$ cat src/ptm_pkg.sv
// Package with the widths, byte codes and pipeline types of the text measure block.
`timescale 1ns / 1ps

package ptm_pkg;

  // Field widths
  localparam int CODE_W   = 8;
  localparam int PIX_W    = 64;
  localparam int GW_W     = 4;
  localparam int LH_W     = 8;
  localparam int TW_W     = 16;
  localparam int TH_W     = 20;

  // Default number of width-table entries
  localparam int GLYPH_COUNT_DEF = 256;

  // Item kinds
  localparam logic KIND_GLYPH = 1'b0;
  localparam logic KIND_TEXT  = 1'b1;

  // Byte codes
  localparam logic [CODE_W-1:0] ESC_BYTE   = 8'hA7;
  localparam logic [CODE_W-1:0] SPACE_BYTE = 8'h20;
  localparam logic [CODE_W-1:0] NL_BYTE    = 8'h0A;

  // Glyph widths with fixed meaning
  localparam logic [GW_W-1:0] SPACE_WIDTH = 4'd4;
  localparam logic [GW_W-1:0] EMPTY_WIDTH = 4'd1;

  // Saturation limits and register reset
  localparam logic [TW_W-1:0] WIDTH_MAX  = 16'hFFFF;
  localparam logic [TH_W-1:0] HEIGHT_MAX = 20'hFFFFF;
  localparam logic [LH_W-1:0] LINE_HEIGHT_RST = 8'd10;

  // Text item leaving the table stage towards the accumulator
  typedef struct packed {
    logic              valid;
    logic              is_text;
    logic [CODE_W-1:0] code;
    logic              in_range;
    logic              last;
  } item_t;

endpackage

$ cat src/ptm_in_if.sv
// Input channel interface: glyph and text byte transactions.
`timescale 1ns / 1ps

interface ptm_in_if;
  import ptm_pkg::*;

  logic             valid;
  logic             ready;
  logic             kind;
  logic [CODE_W-1:0] code;
  logic [PIX_W-1:0] glyph_pixels;
  logic             last;

  modport source (output valid, kind, code, glyph_pixels, last, input ready);
  modport sink   (input valid, kind, code, glyph_pixels, last, output ready);
endinterface

$ cat src/ptm_out_if.sv
// Result channel interface: measured text extents.
`timescale 1ns / 1ps

interface ptm_out_if;
  import ptm_pkg::*;

  logic            valid;
  logic            ready;
  logic [TW_W-1:0] text_width;
  logic [TH_W-1:0] text_height;
  logic            saturated;

  modport source (output valid, text_width, text_height, saturated, input ready);
  modport sink   (input valid, text_width, text_height, saturated, output ready);
endinterface

$ cat src/proportional_text_measure.sv
// Top level of the proportional text measure block.
`timescale 1ns / 1ps

// Measures the pixel extent of text set in a proportional 8x8 font. Glyph
// transactions load a per-code width (rightmost occupied column plus two, one for
// an empty glyph, four for the space); text transactions stream a string one byte
// per transaction and the final byte yields one result with the widest line, the
// height from lines started after newlines and a saturation flag. One transaction
// is taken every clock unless the input stalls; after its final byte is accepted,
// a result passes the input register, the registered read port of the width
// table and the result register. The input stalls only when a final byte
// reaches the accumulator while the previous result has not been taken. A glyph
// may be followed at once by text that uses it. Table entries hold no value until
// their glyph has been loaded.
module proportional_text_measure #(
  parameter int GLYPH_COUNT = ptm_pkg::GLYPH_COUNT_DEF
) (
  input  logic                      clk,
  input  logic                      rst_n,
  ptm_in_if.sink                    in_chan,
  ptm_out_if.source                 out_chan,
  input  logic                      cfg_we,
  input  logic [ptm_pkg::LH_W-1:0]  cfg_wdata
);
  import ptm_pkg::*;

  logic            adv;
  item_t           item;
  logic [GW_W-1:0] width;
  logic [LH_W-1:0] line_height_r;

  // Line height register
  always_ff @(posedge clk) begin
    if (!rst_n) begin
      line_height_r <= LINE_HEIGHT_RST;
    end else if (cfg_we) begin
      line_height_r <= cfg_wdata;
    end
  end

  assign in_chan.ready = adv;

  // Input register and width table
  ptm_glyph_table #(
    .GLYPH_COUNT (GLYPH_COUNT)
  ) u_table (
    .clk       (clk),
    .rst_n     (rst_n),
    .adv       (adv),
    .in_take   (in_chan.valid),
    .in_kind   (in_chan.kind),
    .in_code   (in_chan.code),
    .in_pixels (in_chan.glyph_pixels),
    .in_last   (in_chan.last),
    .item_o    (item),
    .width_o   (width)
  );

  // Accumulator and result register
  ptm_text_accum u_accum (
    .clk             (clk),
    .rst_n           (rst_n),
    .item_i          (item),
    .width_i         (width),
    .line_height     (line_height_r),
    .out_ready       (out_chan.ready),
    .out_valid       (out_chan.valid),
    .out_text_width  (out_chan.text_width),
    .out_text_height (out_chan.text_height),
    .out_saturated   (out_chan.saturated),
    .adv             (adv)
  );

endmodule

$ cat src/ptm_glyph_table.sv
// Input register, glyph width extraction and the glyph width table memory.
`timescale 1ns / 1ps

module ptm_glyph_table #(
  parameter int GLYPH_COUNT = ptm_pkg::GLYPH_COUNT_DEF
) (
  input  logic                          clk,
  input  logic                          rst_n,
  input  logic                          adv,
  input  logic                          in_take,
  input  logic                          in_kind,
  input  logic [ptm_pkg::CODE_W-1:0]    in_code,
  input  logic [ptm_pkg::PIX_W-1:0]     in_pixels,
  input  logic                          in_last,
  output ptm_pkg::item_t                item_o,
  output logic [ptm_pkg::GW_W-1:0]      width_o
);
  import ptm_pkg::*;

  localparam int IDX_W = $clog2(GLYPH_COUNT);
  localparam logic [CODE_W:0] CODE_LIM = (CODE_W+1)'(GLYPH_COUNT);

  // Input register
  logic              s1_valid_r;
  logic              s1_kind_r;
  logic [CODE_W-1:0] s1_code_r;
  logic [PIX_W-1:0]  s1_pixels_r;
  logic              s1_last_r;

  always_ff @(posedge clk) begin
    if (!rst_n) begin
      s1_valid_r <= 1'b0;
    end else if (adv) begin
      s1_valid_r <= in_take;
    end
  end

  always_ff @(posedge clk) begin
    if (adv) begin
      s1_kind_r   <= in_kind;
      s1_code_r   <= in_code;
      s1_pixels_r <= in_pixels;
      s1_last_r   <= in_last;
    end
  end

  // Rightmost occupied column plus two; empty glyphs and the space get fixed widths
  logic [7:0]      col_occ;
  logic [GW_W-1:0] glyph_w;

  always_comb begin
    for (int c = 0; c < 8; c++) begin
      col_occ[c] = 1'b0;
      for (int r = 0; r < 8; r++) begin
        col_occ[c] = col_occ[c] | s1_pixels_r[r*8 + c];
      end
    end
    glyph_w = EMPTY_WIDTH;
    for (int c = 0; c < 8; c++) begin
      if (col_occ[c]) begin
        glyph_w = GW_W'(c + 2);
      end
    end
    if (s1_code_r == SPACE_BYTE) begin
      glyph_w = SPACE_WIDTH;
    end
  end

  logic             s1_in_range;
  logic [IDX_W-1:0] s1_idx;

  assign s1_in_range = ({1'b0, s1_code_r} < CODE_LIM);
  assign s1_idx      = s1_code_r[IDX_W-1:0];

  // Width table: one write and one registered read per cycle while the pipeline advances
  logic [GW_W-1:0] width_mem [GLYPH_COUNT];
  logic [GW_W-1:0] rd_data_r;

  always_ff @(posedge clk) begin
    if (adv && s1_valid_r && (s1_kind_r == KIND_GLYPH) && s1_in_range) begin
      width_mem[s1_idx] <= glyph_w;
    end
    if (adv) begin
      rd_data_r <= width_mem[s1_idx];
    end
  end

  // Text item register alongside the read data
  logic              s2_valid_r;
  logic              s2_is_text_r;
  logic [CODE_W-1:0] s2_code_r;
  logic              s2_in_range_r;
  logic              s2_last_r;

  always_ff @(posedge clk) begin
    if (!rst_n) begin
      s2_valid_r <= 1'b0;
    end else if (adv) begin
      s2_valid_r <= s1_valid_r;
    end
  end

  always_ff @(posedge clk) begin
    if (adv) begin
      s2_is_text_r  <= (s1_kind_r == KIND_TEXT);
      s2_code_r     <= s1_code_r;
      s2_in_range_r <= s1_in_range;
      s2_last_r     <= s1_last_r;
    end
  end

  assign item_o  = '{valid: s2_valid_r, is_text: s2_is_text_r, code: s2_code_r,
                     in_range: s2_in_range_r, last: s2_last_r};
  assign width_o = rd_data_r;

endmodule

$ cat src/ptm_text_accum.sv
// Line width and height accumulation with the result register.
`timescale 1ns / 1ps

module ptm_text_accum (
  input  logic                       clk,
  input  logic                       rst_n,
  input  ptm_pkg::item_t             item_i,
  input  logic [ptm_pkg::GW_W-1:0]   width_i,
  input  logic [ptm_pkg::LH_W-1:0]   line_height,
  input  logic                       out_ready,
  output logic                       out_valid,
  output logic [ptm_pkg::TW_W-1:0]   out_text_width,
  output logic [ptm_pkg::TH_W-1:0]   out_text_height,
  output logic                       out_saturated,
  output logic                       adv
);
  import ptm_pkg::*;

  logic [TW_W-1:0] line_width_r,  line_width_nxt;
  logic [TW_W-1:0] widest_line_r, widest_line_nxt;
  logic [TH_W-1:0] height_sum_r,  height_sum_nxt;
  logic            skip_next_r,   skip_next_nxt;
  logic            after_nl_r,    after_nl_nxt;
  logic            overflow_r,    overflow_nxt;

  logic            out_valid_r;
  logic [TW_W-1:0] out_width_r;
  logic [TH_W-1:0] out_height_r;
  logic            out_sat_r;

  logic is_text;
  logic emit;

  assign is_text = item_i.valid && item_i.is_text;
  assign emit    = is_text && item_i.last;

  // The pipeline holds only when a final transaction meets a full result register that is not being taken
  assign adv = !(emit && out_valid_r && !out_ready);

  // Next text state for the byte in the accumulate stage
  logic [TH_W:0]   h_sum;
  logic [TW_W:0]   w_sum;
  logic [GW_W-1:0] w_add;
  logic [TW_W-1:0] fin_width;

  always_comb begin
    line_width_nxt  = line_width_r;
    widest_line_nxt = widest_line_r;
    height_sum_nxt  = height_sum_r;
    skip_next_nxt   = skip_next_r;
    after_nl_nxt    = after_nl_r;
    overflow_nxt    = overflow_r;
    h_sum = {1'b0, height_sum_r} + (TH_W+1)'(line_height);
    w_add = item_i.in_range ? width_i : '0;
    w_sum = {1'b0, line_width_r} + (TW_W+1)'(w_add);

    // Height sees every byte, escapes included
    if (item_i.code == NL_BYTE) begin
      after_nl_nxt = 1'b1;
    end else begin
      if (after_nl_r) begin
        if (h_sum >= {1'b0, HEIGHT_MAX}) begin
          height_sum_nxt = HEIGHT_MAX;
          overflow_nxt   = 1'b1;
        end else begin
          height_sum_nxt = h_sum[TH_W-1:0];
        end
      end
      after_nl_nxt = 1'b0;
    end

    // Width skips the escape byte and the byte after it
    if (skip_next_r) begin
      skip_next_nxt = 1'b0;
    end else if (item_i.code == ESC_BYTE) begin
      skip_next_nxt = 1'b1;
    end else if (item_i.code == NL_BYTE) begin
      if (line_width_r > widest_line_r) begin
        widest_line_nxt = line_width_r;
      end
      line_width_nxt = '0;
    end else begin
      if (w_sum >= {1'b0, WIDTH_MAX}) begin
        line_width_nxt = WIDTH_MAX;
        overflow_nxt   = 1'b1;
      end else begin
        line_width_nxt = w_sum[TW_W-1:0];
      end
    end

    fin_width = (widest_line_nxt > line_width_nxt) ? widest_line_nxt : line_width_nxt;
  end

  // Text state: updated per byte, cleared after the final byte
  always_ff @(posedge clk) begin
    if (!rst_n) begin
      line_width_r  <= '0;
      widest_line_r <= '0;
      height_sum_r  <= '0;
      skip_next_r   <= 1'b0;
      after_nl_r    <= 1'b0;
      overflow_r    <= 1'b0;
    end else if (adv && is_text) begin
      if (item_i.last) begin
        line_width_r  <= '0;
        widest_line_r <= '0;
        height_sum_r  <= '0;
        skip_next_r   <= 1'b0;
        after_nl_r    <= 1'b0;
        overflow_r    <= 1'b0;
      end else begin
        line_width_r  <= line_width_nxt;
        widest_line_r <= widest_line_nxt;
        height_sum_r  <= height_sum_nxt;
        skip_next_r   <= skip_next_nxt;
        after_nl_r    <= after_nl_nxt;
        overflow_r    <= overflow_nxt;
      end
    end
  end

  // Result register
  always_ff @(posedge clk) begin
    if (!rst_n) begin
      out_valid_r <= 1'b0;
    end else if (adv && emit) begin
      out_valid_r <= 1'b1;
    end else if (out_ready) begin
      out_valid_r <= 1'b0;
    end
  end

  always_ff @(posedge clk) begin
    if (adv && emit) begin
      out_width_r  <= fin_width;
      out_height_r <= height_sum_nxt;
      out_sat_r    <= overflow_nxt;
    end
  end

  assign out_valid       = out_valid_r;
  assign out_text_width  = out_width_r;
  assign out_text_height = out_height_r;
  assign out_saturated   = out_sat_r;

  // A final transaction always leaves the text state cleared
  a_clear_after_last: assert property (@(posedge clk) disable iff (!rst_n)
    (adv && emit) |=> (line_width_r == '0 && widest_line_r == '0 && height_sum_r == '0
                       && !overflow_r && !skip_next_r))
    else $error("text state not cleared after final transaction");

  // A saturated result carries at least one sum at its limit
  a_sat_limit: assert property (@(posedge clk) disable iff (!rst_n)
    (out_valid_r && out_sat_r) |-> (out_width_r == WIDTH_MAX || out_height_r == HEIGHT_MAX))
    else $error("saturated flag without a sum at its limit");

  // While the pipeline holds, the text state does not move
  a_hold_state: assert property (@(posedge clk) disable iff (!rst_n)
    !adv |=> ($stable(line_width_r) && $stable(height_sum_r) && $stable(widest_line_r)))
    else $error("text state changed during a stall");

  // A stall only happens with a result waiting
  a_stall_cause: assert property (@(posedge clk) disable iff (!rst_n)
    !adv |-> (out_valid_r && emit))
    else $error("pipeline stalled without a waiting result");

endmodule

$ cat src/flat_wrapper.sv
// flat-port wrapper written by rule: the top's interface ports become plain ports
module proportional_text_measure_flat import ptm_pkg::*;
#(
  parameter int GLYPH_COUNT = ptm_pkg::GLYPH_COUNT_DEF
)
  (clk, rst_n, cfg_we, cfg_wdata, in_chan_valid, in_chan_kind, in_chan_code, in_chan_glyph_pixels, in_chan_last, in_chan_ready, out_chan_valid, out_chan_text_width, out_chan_text_height, out_chan_saturated, out_chan_ready);
  ptm_in_if in_chan_i ();
  ptm_out_if out_chan_i ();
  input  logic clk;
  input  logic rst_n;
  input  logic cfg_we;
  input  logic [ptm_pkg::LH_W-1:0] cfg_wdata;
  input wire logic [$bits(in_chan_i.valid)-1:0] in_chan_valid;
  input wire logic [$bits(in_chan_i.kind)-1:0] in_chan_kind;
  input wire logic [$bits(in_chan_i.code)-1:0] in_chan_code;
  input wire logic [$bits(in_chan_i.glyph_pixels)-1:0] in_chan_glyph_pixels;
  input wire logic [$bits(in_chan_i.last)-1:0] in_chan_last;
  output wire logic [$bits(in_chan_i.ready)-1:0] in_chan_ready;
  output wire logic [$bits(out_chan_i.valid)-1:0] out_chan_valid;
  output wire logic [$bits(out_chan_i.text_width)-1:0] out_chan_text_width;
  output wire logic [$bits(out_chan_i.text_height)-1:0] out_chan_text_height;
  output wire logic [$bits(out_chan_i.saturated)-1:0] out_chan_saturated;
  input wire logic [$bits(out_chan_i.ready)-1:0] out_chan_ready;
  assign in_chan_i.valid = in_chan_valid;
  assign in_chan_i.kind = in_chan_kind;
  assign in_chan_i.code = in_chan_code;
  assign in_chan_i.glyph_pixels = in_chan_glyph_pixels;
  assign in_chan_i.last = in_chan_last;
  assign in_chan_ready = in_chan_i.ready;
  assign out_chan_valid = out_chan_i.valid;
  assign out_chan_text_width = out_chan_i.text_width;
  assign out_chan_text_height = out_chan_i.text_height;
  assign out_chan_saturated = out_chan_i.saturated;
  assign out_chan_i.ready = out_chan_ready;
  proportional_text_measure #(.GLYPH_COUNT(GLYPH_COUNT)) u_core (.clk(clk), .rst_n(rst_n), .in_chan(in_chan_i), .out_chan(out_chan_i), .cfg_we(cfg_we), .cfg_wdata(cfg_wdata));
endmodule
$ cat config.mk
export PLATFORM = sky130hd
export DESIGN_NAME = proportional_text_measure_flat
export DESIGN_NICKNAME = d
export VERILOG_FILES = /design/src/ptm_pkg.sv /design/src/ptm_in_if.sv /design/src/ptm_out_if.sv /design/src/proportional_text_measure.sv /design/src/ptm_glyph_table.sv /design/src/ptm_text_accum.sv /design/src/flat_wrapper.sv
export SDC_FILE = /design/constraint.sdc
export NUM_CORES = 2
export LEC_CHECK = 0
export BUFFER_PORTS_ARGS = -buffer_cell sky130_fd_sc_hd__buf_4
export CAP_MARGIN = 15
export CORE_MARGIN = 2
export CORE_UTILIZATION = 48
export CTS_CLUSTER_DIAMETER = 120
export DETAILED_ROUTE_END_ITERATION = 10
export PLACE_DENSITY_LB_ADDON = 0.3
export SETUP_SLACK_MARGIN = 0.5
export SLEW_MARGIN = 20
export SYNTH_ARGS = -nofsm -noshare
export SYNTH_HDL_FRONTEND = slang
export SYNTH_SLANG_ARGS = --single-unit
$ cat constraint.sdc
create_clock -name clk -period 16.5 [get_ports clk]
set_input_delay 0.825 -clock clk [delete_from_list [all_inputs] [get_ports clk]]
set_output_delay 0.825 -clock clk [all_outputs]
set_load 0.05 [all_outputs]
==> flow_metrics.tcl <==
set metrics [dict create \
    gp_congestion 0.902 \
    yosysWarnings 0 \
    worstHoldPathType "primary input to register" \
    syn2layout_area_growth_pct 13.1 \
    initial_core_util_pct 48.5 \
    grt_start_max_net_pins 257 \
    synth_area_per_cell_um2 18.2 \
    skew_ns 0.0301 \
    syn_inst 2717 \
    antenna_cells 0 \
    track_usage_pct 21.5 \
    die_y_um 325 \
    finalHoldViolCount 0 \
    yosysSeqAreaShare_pct 72.5 \
    arrival_ns 6.26 \
    synth_nets 2849 \
    insertion_delay_ns 0.70 \
    cts_setup_buffers 0 \
    die_w_um 325 \
    num_vias 25952 \
    slew_headroom_pct 25.4 \
    post_dp_cell_area_mm2 0.0518 \
    worst_pin_slew_ns 1.12 \
    final_area_mm2 0.0559 \
    grt_pass1_wl_mm 171 \
    clockRootBuffer "clkbuf_16" \
    drive_gt1_share_pct 23.6 \
    firstDrtPassIters 6 \
    cts_resized 0 \
    pre_cts_slack_ns 10.77 \
    status "completed" \
    nets 2977 \
    first_iter_violations 2843 \
    rsz0062_at_grt "false" \
    coreArea_mm2 0.102 \
    wl_mm 114 \
    hpwl_mm 68.4 \
    worst_ep_required_time_ns 16.93 \
    drv_cap 0 \
    rows 117 \
    start_kind "register" \
    avgViaCountPerCell 6.01 \
    clk_pin_slew_ns 0.06 \
    cts_tree "done" \
    hold_buffers 0 \
    slowest_delay_ns 0.91 \
    synth_top_flop_cell "edfxtp_1" \
    clockBufferDepth 3 \
    finalWorstSetupSlack_ns 10.67 \
    ant_nets 0 \
    synth-seq-cells 1215 \
    synth_cell_type_count 67 \
    path_max_fanout 26 \
    fin_crit_sh_pct 35.3 \
    slew_viol_final 0 \
    place.port_buffers 125 \
    cp-end-kind "register" \
    die-area_mm2 0.106 \
    post-route-min-period_ns 5.83 \
    setup_viol 0 \
    overflow 0 \
    first_global_vias 26608 \
    drt-wirelength-per-cell_um 26.5 \
    max_freq_ghz 0.172 \
    htreeDepth 3 \
    cts_buffers 120 \
    p_per_area_mw_per_mm2 113 \
    async_reset_ff_share_pct 0 \
    leakagePower_nw 14.4 \
    synth_edf_count 1149 \
    fill_cells 7796 \
    critPathSlowestCell "a32o_1" \
    path_cells "or4b_1 > nor3b_2 > o211ai_1 > a31oi_2 > buf_4 > nor2_1 > a21oi_1 > inv_1 > ha_1 > nand3_1 > nor2_1 > nand3_1 > o22ai_1 > a21boi_1 > o22ai_1 > a32o_1 > mux2_1" \
    cts.sinks 1215 \
    drc 0 \
    grt_antenna_before_repair 1 \
    vdd_drop_max_uv 85.1 \
    syn_area_mm2 0.0494 \
    crit_type "register to register" \
    setup_tns_ns 0 \
    io_pins 126 \
]
critical path: cells and delay by family, from the launching register on:
| kind | cells | cell delay (ns) |
|---|---|---|
| compound gates | 7 | 2.16 |
| fa+ha+maj | 1 | 0.31 |
| simple gates | 6 | 1.83 |
| buf+inv | 2 | 0.43 |
| mux | 1 | 0.40 |
| flops | 1 | 0.43 |
state kept, by name (all words and copies together) (netlist names), 16 cells and up:
register                        count
u_core.u_accum.widest_line_r       16
u_core.u_table.s1_pixels_r         64
u_core.u_accum.line_width_r        16
u_core.u_table.width_mem         1024
u_core.u_accum.height_sum_r        20
u_core.u_accum.out_text_width      16
u_core.u_accum.out_text_height     20
synth_stat cells (all sizes together), types with 7 or more instances:
cell type  number  share of area [%]
and3            9               0.11
buf            57               0.66
mux2i          24               0.49
nand2         102               0.77
nor4           13               0.16
inv            46               0.35
nor2          329                2.5
mux4          322                 15
and2           28               0.35
a21oi          58               0.59
o22ai           8               0.10
ha             43                1.1
or4             9               0.14
xnor2           7               0.12
a31oi          16               0.22
nand4          23               0.30
o21ai          72               0.73
a22o           18               0.32
xor2            7               0.12
nor2b          24               0.30
nand2b         10               0.13
dfxtp          66                2.7
clkbuf        103               0.78
nor3           12               0.12
a22oi          21               0.32
nand3          54               0.55
edfxtp       1149                 70
path summary, 6_finish.rpt:
path	startpoint	endpoint	slack [ns]	cells past startpoint
worst min-delay path	in_chan_glyph_pixels[40]	u_core.u_table.s1_pixels_r[40]	0.29	1
worst max register to register	u_core.u_table.s2_code_r[0]	u_core.u_accum.out_text_width[2]	10.67	17
worst min register to register	u_core.u_table.s1_last_r	u_core.u_table.s2_last_r	0.44	0
worst max-delay path	u_core.u_table.s2_code_r[0]	u_core.u_accum.out_text_width[2]	10.67	17
cells in the final DEF (no fill, tap or decap), types with 43 or more instances in the layout:
cell type / n
nand3_1: 52
a21oi_1: 58
dfxtp_1: 66
ha_1: 43
mux4_2: 322
buf_4: 156
inv_1: 45
nor2_1: 327
edfxtp_1: 1149
o21ai_0: 71
nand2_1: 95
clkbuf_16: 122
cell families after synthesis:
family	share of synthesized area, %
AO/OA/AOI/OAI	3.33
XOR/XNOR	0.248
adder cells (fa/ha/maj)	1.17
buffers and inverters	1.79
flip-flops	72.5
multiplexers	15.2
AND/OR/NAND/NOR	5.74
metrics by stage:
step / instances / hold slack (ns) / utilization [%] / total power, mW
final: 4317 / 0.293 / 54.9 / 6.33
after global routing: 4317 / 0.259 / 54.9 / 6.50
after CTS: 4315 / 0.256 / 54.8 / 6.37
after detailed placement: 4089 / 0.411 / 50.8 / 3.60
after global placement: 4088 / 0.422 / 50.8 / 3.59
after floorplan: 2717 / 0.400 / - / 3.53
area by class of cell:
cell class	instances	area [um^2]	area share (%)
Sequential cell	1215	35800	64.0
Multi-Input combinational cell	1296	12800	22.9
Clock buffer	149	3170	5.68
Tap cell	1368	1710	3.06
Timing Repair Buffer	166	1350	2.42
Clock inverter	77	881	1.57
Inverter	46	174	0.311
metal layers:
metal	share of wire (%)	track usage, %	vias to the layer above
li1	-	-	11193
met1	39	28.1	13474
met2	50	36.1	1087
met3	7.5	4.88	196
met4	3.0	6.55	2
met5	0.011	0	-
where the power goes:
| group | internal (mW) | switching, mW | leakage (nW) |
|---|---|---|---|
| sequential | 3.34 | 0.00690 | 8.22 |
| clock | 1.65 | 1.15 | 1.98 |
| combinational | 0.0676 | 0.113 | 4.17 |
| total | 5.06 | 1.27 | 14.4 |
Note: power is estimated with default switching activity, not from simulation.
